==> src/rtl/rtc_cal_pkg.sv <==
// Shared types, constants and calendar helpers for the RTC calendar counter.
// No dependencies.
`timescale 1ns / 1ps

package rtc_cal_pkg;

  localparam logic [5:0]  SEC_LAST     = 6'd59;
  localparam logic [5:0]  MIN_LAST     = 6'd59;
  localparam logic [4:0]  HOUR_LAST    = 5'd23;
  localparam logic [2:0]  WEEKDAY_LAST = 3'd7;
  localparam logic [3:0]  MONTH_LAST   = 4'd12;

  localparam logic [3:0]  MON_FEB = 4'd2;
  localparam logic [3:0]  MON_APR = 4'd4;
  localparam logic [3:0]  MON_JUN = 4'd6;
  localparam logic [3:0]  MON_SEP = 4'd9;
  localparam logic [3:0]  MON_NOV = 4'd11;

  localparam logic [15:0] YEAR_RESET = 16'd2000;

  // Multiplicative inverse of 25 mod 2^16; y*INV25 <= DIV25_MAX iff 25 divides y
  localparam logic [15:0] INV25     = 16'd23593;
  localparam logic [15:0] DIV25_MAX = 16'd2621;

  typedef struct packed {
    logic [15:0] year;
    logic [3:0]  month;
    logic [4:0]  day;
    logic [2:0]  weekday;
    logic [4:0]  hour;
    logic [5:0]  minute;
    logic [5:0]  second;
  } cal_t;

  typedef struct packed {
    cal_t cal;
    logic rolled;
  } result_t;

  // Gregorian leap rule without a divider
  function automatic logic is_leap(input logic [15:0] y);
    logic [31:0] prod;
    logic        div25;
    logic        div4;
    logic        div16;
    prod  = 32'(y) * 32'(INV25);
    div25 = (prod[15:0] <= DIV25_MAX);
    div4  = (y[1:0] == 2'd0);
    div16 = (y[3:0] == 4'd0);
    if (div4 && div25) begin
      is_leap = div16;
    end else begin
      is_leap = div4;
    end
  endfunction

  // Last day of month; out-of-range month codes count as 31-day months
  function automatic logic [4:0] month_length(input logic [3:0] m, input logic leap);
    logic [4:0] len;
    case (m)
      MON_APR, MON_JUN, MON_SEP, MON_NOV: len = 5'd30;
      MON_FEB: len = leap ? 5'd29 : 5'd28;
      default: len = 5'd31;
    endcase
    month_length = len;
  endfunction

endpackage

==> src/rtl/rtc_calendar_counter.sv <==
// Top level of the RTC calendar counter: state registers and a two-entry result buffer.
// Depends on rtc_cal_pkg and rtc_cal_next.
`timescale 1ns / 1ps
//
//  channel | handshake           | payload
//  --------+---------------------+-------------------------------------------------
//  in      | in_valid / in_ready | mode, load_second .. load_weekday
//  out     | out_valid/out_ready | cur_second .. cur_year, day_rolled
//
// One request per cycle while in_ready is high; its result is written into the buffer.
// The calendar registers update in the cycle a request is accepted.
// Results wait in a two-entry buffer, so in_ready depends only on buffer fill.
// A request is taken while one result waits; two waiting results stall the input.
// Reset sets 00:00:00, weekday 1, January 1, 2000, and empties the buffer.

module rtc_calendar_counter (
  input  logic        clk,
  input  logic        rst,
  input  logic        in_valid,
  output logic        in_ready,
  input  logic        mode,
  input  logic [5:0]  load_second,
  input  logic [5:0]  load_minute,
  input  logic [4:0]  load_hour,
  input  logic [15:0] load_year,
  input  logic [3:0]  load_month,
  input  logic [4:0]  load_day,
  input  logic [2:0]  load_weekday,
  output logic        out_valid,
  input  logic        out_ready,
  output logic [5:0]  cur_second,
  output logic [5:0]  cur_minute,
  output logic [4:0]  cur_hour,
  output logic [2:0]  cur_weekday,
  output logic [4:0]  cur_day,
  output logic [3:0]  cur_month,
  output logic [15:0] cur_year,
  output logic        day_rolled
);

  rtc_cal_pkg::cal_t    cal;
  rtc_cal_pkg::cal_t    cal_next;
  rtc_cal_pkg::cal_t    load;
  logic                 rolled;
  rtc_cal_pkg::result_t buf_mem [2];
  logic                 wr_ptr;
  logic                 rd_ptr;
  logic [1:0]           count;
  logic                 push;
  logic                 pop;
  rtc_cal_pkg::result_t head;

  assign load = '{year: load_year, month: load_month, day: load_day,
                  weekday: load_weekday, hour: load_hour, minute: load_minute,
                  second: load_second};

  rtc_cal_next u_next (
    .cur    (cal),
    .mode   (mode),
    .load   (load),
    .nxt    (cal_next),
    .rolled (rolled)
  );

  assign in_ready  = (count != 2'd2);
  assign out_valid = (count != 2'd0);
  assign push      = in_valid && in_ready;
  assign pop       = out_valid && out_ready;

  // Calendar state
  always_ff @(posedge clk) begin
    if (rst) begin
      cal <= '{year: rtc_cal_pkg::YEAR_RESET, month: 4'd1, day: 5'd1, weekday: 3'd1,
               hour: 5'd0, minute: 6'd0, second: 6'd0};
    end else if (push) begin
      cal <= cal_next;
    end
  end

  // Result buffer control
  always_ff @(posedge clk) begin
    if (rst) begin
      wr_ptr <= 1'b0;
      rd_ptr <= 1'b0;
      count  <= 2'd0;
    end else begin
      if (push) begin
        wr_ptr <= ~wr_ptr;
      end
      if (pop) begin
        rd_ptr <= ~rd_ptr;
      end
      case ({push, pop})
        2'b10:   count <= count + 2'd1;
        2'b01:   count <= count - 2'd1;
        default: count <= count;
      endcase
    end
  end

  // Result buffer payload
  always_ff @(posedge clk) begin
    if (push) begin
      buf_mem[wr_ptr] <= '{cal: cal_next, rolled: rolled};
    end
  end

  assign head        = buf_mem[rd_ptr];
  assign cur_second  = head.cal.second;
  assign cur_minute  = head.cal.minute;
  assign cur_hour    = head.cal.hour;
  assign cur_weekday = head.cal.weekday;
  assign cur_day     = head.cal.day;
  assign cur_month   = head.cal.month;
  assign cur_year    = head.cal.year;
  assign day_rolled  = head.rolled;

endmodule

==> src/rtl/rtc_cal_next.sv <==
// Next-state logic of the calendar: one-second advance or full load.
// Depends on rtc_cal_pkg.
`timescale 1ns / 1ps

module rtc_cal_next (
  input  rtc_cal_pkg::cal_t cur,
  input  logic              mode,
  input  rtc_cal_pkg::cal_t load,
  output rtc_cal_pkg::cal_t nxt,
  output logic              rolled
);

  logic              sec_wrap;
  logic              min_wrap;
  logic              hour_wrap;
  logic              day_wrap;
  logic [4:0]        last_day;
  rtc_cal_pkg::cal_t adv;

  // Carry chain of the tick
  assign sec_wrap  = (cur.second >= rtc_cal_pkg::SEC_LAST);
  assign min_wrap  = sec_wrap && (cur.minute >= rtc_cal_pkg::MIN_LAST);
  assign hour_wrap = min_wrap && (cur.hour >= rtc_cal_pkg::HOUR_LAST);
  assign last_day  = rtc_cal_pkg::month_length(cur.month, rtc_cal_pkg::is_leap(cur.year));
  assign day_wrap  = (cur.day >= last_day);

  always_comb begin
    adv = cur;
    if (!sec_wrap) begin
      adv.second = cur.second + 6'd1;
    end else begin
      adv.second = 6'd0;
      if (!min_wrap) begin
        adv.minute = cur.minute + 6'd1;
      end else begin
        adv.minute = 6'd0;
        if (!hour_wrap) begin
          adv.hour = cur.hour + 5'd1;
        end else begin
          adv.hour = 5'd0;
          // midnight: weekday and date
          adv.weekday = (cur.weekday >= rtc_cal_pkg::WEEKDAY_LAST) ? 3'd1
                                                                  : cur.weekday + 3'd1;
          if (day_wrap) begin
            adv.day = 5'd1;
            if (cur.month >= rtc_cal_pkg::MONTH_LAST) begin
              adv.month = 4'd1;
              adv.year  = cur.year + 16'd1;
            end else begin
              adv.month = cur.month + 4'd1;
            end
          end else begin
            adv.day = cur.day + 5'd1;
          end
        end
      end
    end
  end

  assign nxt    = mode ? load : adv;
  assign rolled = !mode && hour_wrap;

endmodule

==> config.mk <==
export PLATFORM = sky130hd
export DESIGN_NAME = rtc_calendar_counter
export DESIGN_NICKNAME = d
export VERILOG_FILES = /design/src/rtl/rtc_cal_pkg.sv /design/src/rtl/rtc_calendar_counter.sv /design/src/rtl/rtc_cal_next.sv
export SDC_FILE = /design/constraint.sdc
export NUM_CORES = 1
export LEC_CHECK = 0
export ABC_AREA = 0
export BUFFER_PORTS_ARGS = -buffer_cell sky130_fd_sc_hd__buf_2
export CORE_MARGIN = 2
export CORE_UTILIZATION = 30
export CTS_CLUSTER_SIZE = 12
export DETAILED_ROUTE_END_ITERATION = 10
export PLACE_DENSITY = 0.56
export RECOVER_POWER = 100
export SLEW_MARGIN = 30
export SYNTH_ARGS = -nofsm -noshare
export SYNTH_HDL_FRONTEND = slang
export SYNTH_HIERARCHICAL = 1
export SYNTH_SLANG_ARGS = --single-unit
==> constraint.sdc <==
create_clock -name clk -period 10.25 [get_ports clk]
set_input_delay 1.5375 -clock clk [delete_from_list [all_inputs] [get_ports clk]]
set_output_delay 1.5375 -clock clk [all_outputs]
set_load 0.02 [all_outputs]
==> results.cfg, run 1 <==
[clock_network]
cts_repair_resize_count = 0
clock-sinks = 142
cts_h_tree_depth = 4
clk_root_buffer_cell = sky130_fd_sc_hd__clkbuf_16
clk_path_buf_depth = 2
tritoncts_clock_tree = done
clock_transition_time_at_the_flip_flop_clock_pins_of_the_worst_setup_and_hold_paths_ps = 60
latest_clock_arrival_within_the_worst_skew_pair_ps = 430
postCtsHoldBufs = 0
postCtsSetupRepairBufs = 0
cts_buffers = 17

[sta]
setup_violations = 0
worst-slew-pin-transition_ps = 3750
min_period_ps = 7630
min_period_over_period_pct = 74.5
slew_violations = 336
maxClockFrequency_mhz = 131
clock-skew-final_ps = 14.8
timing.slew.headroom_pct = -150
timing.setup.tns_ps = 0
grt_setup_unrepaired = no
final_hold_viol_count = 0

[synthesis]
post_synth_most_frequent_cells = sky130_fd_sc_hd__edfxtp_1, sky130_fd_sc_hd__ha_1, sky130_fd_sc_hd__inv_1
synthesis.nets = 930
yosys.cell_count.top_type = sky130_fd_sc_hd__edfxtp_1
synth_unique_cells = 59
dominantRegCellSynth = sky130_fd_sc_hd__edfxtp_1
synth_top_cell_area_share_pct = 32.6
synth_seq_cells = 142
synth-warning-count = 6
synthTopCellsByArea = sky130_fd_sc_hd__edfxtp_1, sky130_fd_sc_hd__dfxtp_1, sky130_fd_sc_hd__ha_1
synth_top_area_cell = sky130_fd_sc_hd__edfxtp_1
synth.yosys.seq_area_share_pct = 44.5
cell_area_after_synthesis_um2 = 8460
synth.avg_cell_area_um2 = 10.8
synth-async-reset-ratio_pct = 0
cell_count_after_synthesis = 785
number_of_enable_flip_flop_cells_after_synthesis = 92

[worst_setup_path]
crit_fanout = 48
crit_required_ps = 10260
setup.worst_path.start_class = primary input
critical_path.endpoint_type = flip-flop
cp_slowest_cell = sky130_fd_sc_hd__clkbuf_1
worst-setup-path-type = primary input to flip-flop
worst_path_largest_cell_delay_ps = 1830
crit_chain = buf_2, clkbuf_1, inv_1, or3_1, inv_1, clkbuf_1
critical_path_arrival_ps = 7640

[status]
status = finished with violations
failed_checks = max-capacitance violations, max-slew violations

[hold_path]
hold_path.class = flip-flop to flip-flop

[route]
drt_total_wl_mm = 21.0
route.detailed.wl_per_inst_um = 16.7
dr_total_vias = 6074
vias_per_cell = 4.85
final_antenna_net_count = 0
drt-initial-drc-count = 405
drt_pass1_iterations = 7
drc_errors = 0

[place]
dp_hpwl_mm = 13.9
port_buffers = 97
placed_area_um2 = 9240
globalplace.congestion = 0.822

[finish]
fillCellCount = 2918
design_area_um2 = 9650
area_taken_by_flip_flops_and_latches_um2 = 3760
multi_input_comb_area_um2 = 4180
area_delta_synth_final_pct = 14.0
layout.nets = 1007
antenna_cells_inserted = 0
drive_gt1_share_pct = 15.3

[grt]
gr-usage-all-layers_pct = 14.5
grt_first_pass_wirelength_mm = 32.8
number_of_global_route_vias_before_repair = 5891
antenna_found_initial = 1
maximum_number_of_pins_on_one_net_before_global_route_repair = 89
grt_overflow_total = 0

[flow_run]
max_cap_viol = 7

[floorplanning]
fp-row-count = 61
initial_core_utilization_pct = 30.5
area_of_the_die_um2 = 29600
num_io_pins = 98
design.core.area_um2 = 27800
fp.dieH_um = 172
die_w_um = 172

[power_and_ir_drop]
worst_ir_drop_vdd_mv = 0.115
power.share.clock_pct = 24.8
power_per_cell_area_nw_per_um2 = 241
total_leakage_power_uw = 0.00377
combinational_share_of_power_pct = 42.4
power.net_switching_uw = 874
internal_power_uw = 1450
power.share.switching_pct = 37.6
power.share.sequential_pct = 32.8
==> cell families after synthesis <==
family | synth area share, %
AO/OA/AOI/OAI | 12.1
AND/OR/NAND/NOR | 11.0
flip-flops | 44.5
buffers and inverters | 5.38
adder cells (fa/ha/maj) | 15.6
multiplexers | 6.93
XOR/XNOR | 4.46
==> stage by stage <==
step / utilization, % / hold slack [ps] / total power [uW] / instances / worst slack (ps)
after floorplan: - / 458 / 1520 / 785 / 4210
after global placement: 33.3 / 465 / 1780 / 1221 / 3910
after detailed placement: 33.3 / 479 / 1790 / 1221 / 3820
after CTS: 35.2 / 491 / 2370 / 1253 / 3810
after global routing: 34.7 / 512 / 2510 / 1253 / 2140
final: 34.7 / 490 / 2320 / 1253 / 2620
==> placed cells by master (no fill, tap or decap), types with 10 or more instances in the layout <==
cell type and n:
sky130_fd_sc_hd__clkbuf_1 48, sky130_fd_sc_hd__buf_2 56, sky130_fd_sc_hd__nand2_1 51, sky130_fd_sc_hd__nand3_1 54, sky130_fd_sc_hd__fa_1 18, sky130_fd_sc_hd__nor2_1 18, sky130_fd_sc_hd__o21ai_0 79, sky130_fd_sc_hd__xnor2_1 29
sky130_fd_sc_hd__ha_1 77, sky130_fd_sc_hd__clkbuf_16 17, sky130_fd_sc_hd__o31ai_1 12, sky130_fd_sc_hd__dfxtp_1 49, sky130_fd_sc_hd__mux2_1 10, sky130_fd_sc_hd__a21oi_1 55, sky130_fd_sc_hd__mux2_2 40, sky130_fd_sc_hd__edfxtp_1 92
sky130_fd_sc_hd__and3_1 16, sky130_fd_sc_hd__inv_1 58
==> final timing paths <==
check	from	end	slack [ps]	depth (start not counted)
setup / recovery	in_valid	buf_mem[0][24]$_DFFE_PP_	2620	6
hold / removal	wr_ptr$_SDFFE_PP0P_	wr_ptr$_SDFFE_PP0P_	490	2
setup reg to reg	cal[29]$_SDFFE_PP0P_	cal[33]$_SDFFE_PP1P_	3180	25
hold reg to reg	wr_ptr$_SDFFE_PP0P_	wr_ptr$_SDFFE_PP0P_	490	2
==> per-layer routing <==
layer	vias up	track usage, %	wire (um)
met5	-	0	7
met4	2	3.98	158
met3	15	2.93	831
met2	118	23.2	9770
met1	2965	20.0	10200
li1	2974	-	-
==> power by group through the flow <==
stage | Combinational (uW) | Clock, uW | Sequential [uW]
finish | 986 | 576 | 762
global route | 1120 | 616 | 773
CTS | 1020 | 588 | 760
detailed placement | 1020 | 0 | 772
global placement | 1010 | 0 | 769
floorplan | 762 | 0 | 756
==> layout make-up <==
type / instances / area share, %
timing repair buffer: 103 / 4.77
clock inverter: 13 / 1.21
inverter: 59 / 2.30
clock buffer: 19 / 4.49
sequential: 142 / 39.0
multi-input combinational: 539 / 43.3
tap: 378 / 4.90
==> worst max-delay path, delay by kind of cell <==
family	cells	cell delay, ps
buf+inv	5	5360
simple gates	1	690
==> registers in the layout, indices dropped and copies added, names as in the netlist, named ones only <==
name	count
count	2
wr_ptr	1
rd_ptr	1
cal	45
buf_mem	92
Power figures use the tool's default switching activity.
==> run 2, diff against run 1 <==
PLACE_DENSITY = 0.57   (was 0.56)
clock period = 6.3 ns   (was 10.25 ns; I/O delays follow)
==> run 2 against run 1 <==
The flow still finishes with violations (max-capacitance violations, max-slew violations). Worst setup slack got worse by 2300 ps. Die area did not move. Sequential cell count did not move.
==> results.cfg, run 2 (synthesis gave the netlist of run 1 again) <==
[floorplanning]
area_of_the_die_um2 = 29600
num_io_pins = 98
initial_core_utilization_pct = 30.5
design.core.area_um2 = 27800
die_w_um = 172
fp-row-count = 61
fp.dieH_um = 172

[hold_path]
hold_path.class = flip-flop to flip-flop

[route]
drt_total_wl_mm = 20.8
drt-initial-drc-count = 396
final_antenna_net_count = 0
vias_per_cell = 4.80
route.detailed.wl_per_inst_um = 16.4
drc_errors = 0
dr_total_vias = 6096
drt_pass1_iterations = 5

[sta]
setup_violations = 0
timing.slew.headroom_pct = -97.7
worst-slew-pin-transition_ps = 2970
slew_violations = 74
min_period_over_period_pct = 94.6
clock-skew-final_ps = 11.4
maxClockFrequency_mhz = 168
min_period_ps = 5960
final_hold_viol_count = 0
final_critical_path_setup_slack_ps = 338
timing.setup.tns_ps = 0

[worst_setup_path]
setup.worst_path.start_class = flip-flop
critPathBufInv = 3
critical_path.top_delay_family = adder cells
worst_path_largest_cell_delay_ps = 540
crit_fanout = 7
worst-setup-path-type = flip-flop to flip-flop
critical_path_arrival_ps = 6260
crit_required_ps = 6600
cp_common_cell = sky130_fd_sc_hd__ha_1
critical_path.endpoint_type = flip-flop
cp_slowest_cell = sky130_fd_sc_hd__fa_1
rrSetupSlack_ps = 340

[clock_network]
clock-sinks = 142
clk_path_buf_depth = 2
clock_transition_time_at_the_flip_flop_clock_pins_of_the_worst_setup_and_hold_paths_ps = 60
tritoncts_clock_tree = done
cts_buffers = 17
clk_root_buffer_cell = sky130_fd_sc_hd__clkbuf_16
postCtsHoldBufs = 0
cts_h_tree_depth = 4
latest_clock_arrival_within_the_worst_skew_pair_ps = 420

[grt]
gr-usage-all-layers_pct = 14.1
grt_overflow_total = 0
antenna_found_initial = 0
maximum_number_of_pins_on_one_net_before_global_route_repair = 89
number_of_global_route_vias_before_repair = 5928
grt_first_pass_wirelength_mm = 32.3

[place]
port_buffers = 97
placedCellCount = 1234
post-place-ws_ps = -89.3
dp_hpwl_mm = 14.2
globalplace.congestion = 0.823

[finish]
antenna_cells_inserted = 0
drive_gt1_share_pct = 19.1
layout.nets = 1024
top_register_by_number_of_flip_flops = buf_mem
post_layout_nonfiller_instances = 1270
largest_registers_ranked_by_flip_flop_count = buf_mem: 92 flops, cal: 45 flops, count: 2 flops
highest_count_cells_in_the_layout_ignoring_fill_and_taps = sky130_fd_sc_hd__edfxtp_1, sky130_fd_sc_hd__ha_1, sky130_fd_sc_hd__o21ai_0, sky130_fd_sc_hd__inv_1
layout.cells.most_common = sky130_fd_sc_hd__edfxtp_1
final_core_utilization_pct = 35.7
area_delta_synth_final_pct = 17.2
largest_register_ff_count = 92

[flow_run]
max_cap_viol = 3

[power_and_ir_drop]
p_total_uw = 3900
power_per_cell_area_nw_per_um2 = 393
worst_ir_drop_vdd_mv = 0.241
total_leakage_power_uw = 0.00396

[status]
failed_checks = max-capacitance violations, max-slew violations
status = finished with violations
-- run 2: cell count changes in the layout (fill, tap and decap cells not counted), moves of 4 or more --
| cell | previous run | this run |
|---|---|---|
| sky130_fd_sc_hd__nor3_1 | 8 | 4 |
| sky130_fd_sc_hd__mux2_1 | 10 | 6 |
| sky130_fd_sc_hd__buf_4 | 1 | 21 |
| sky130_fd_sc_hd__o21ai_1 | 0 | 14 |
| sky130_fd_sc_hd__o21ai_0 | 79 | 62 |
-- run 2: through the flow --
stage                     hold WS, ps  instance area (um2)
after CTS                         494                 9940
after global routing              529                 9920
after floorplan                   458                 8460
after global placement            466                 9340
final                             492                 9920
after detailed placement          490                 9340
-- run 2: tightest hold or removal path: stages, from the launching register on --
cell and delay, ps:
sky130_fd_sc_hd__dfxtp_1 310, sky130_fd_sc_hd__o21ai_0 70, sky130_fd_sc_hd__a21oi_1 60
-- run 2: final cells by class --
cell class                      instances  area (um2)
Timing Repair Buffer                  120         596
Tap cell                              378         473
Sequential cell                       142        3770
Clock buffer                           17         425
Inverter                               59         221
Clock inverter                         15         169
Multi-Input combinational cell        539        4270
Fill cell                            2856       17900
-- run 2: worst paths after layout --
path | start | endpoint | depth (start not counted)
hold / removal | wr_ptr$_SDFFE_PP0P_ | wr_ptr$_SDFFE_PP0P_ | 2
setup reg to reg | cal[31]$_SDFFE_PP0P_ | cal[37]$_SDFFE_PP1P_ | 26
hold reg to reg | wr_ptr$_SDFFE_PP0P_ | wr_ptr$_SDFFE_PP0P_ | 2
setup / recovery | cal[31]$_SDFFE_PP0P_ | cal[37]$_SDFFE_PP1P_ | 26
-- run 2: power by group --
group          total [uW]  internal [uW]  switching [uW]
combinational        1670            690             977
sequential           1220           1150            68.2
clock                1010            620             395
-- run 2: layer usage --
metal / GRT usage, % / routed length, um / vias to the layer above
li1: - / - / 3013
met1: 18.8 / 9820 / 2927
met2: 23.9 / 9870 / 136
met3: 2.79 / 929 / 20
met4: 2.92 / 214 / 0
met5: 0 / 0 / -
-- run 2: timing repair --
action,4_1_cts,5_1_grt
gates resized for setup,1,9
cloned,0,0
setup buffers,0,4
pin swaps,1,5
setup endpoints to repair,3,62
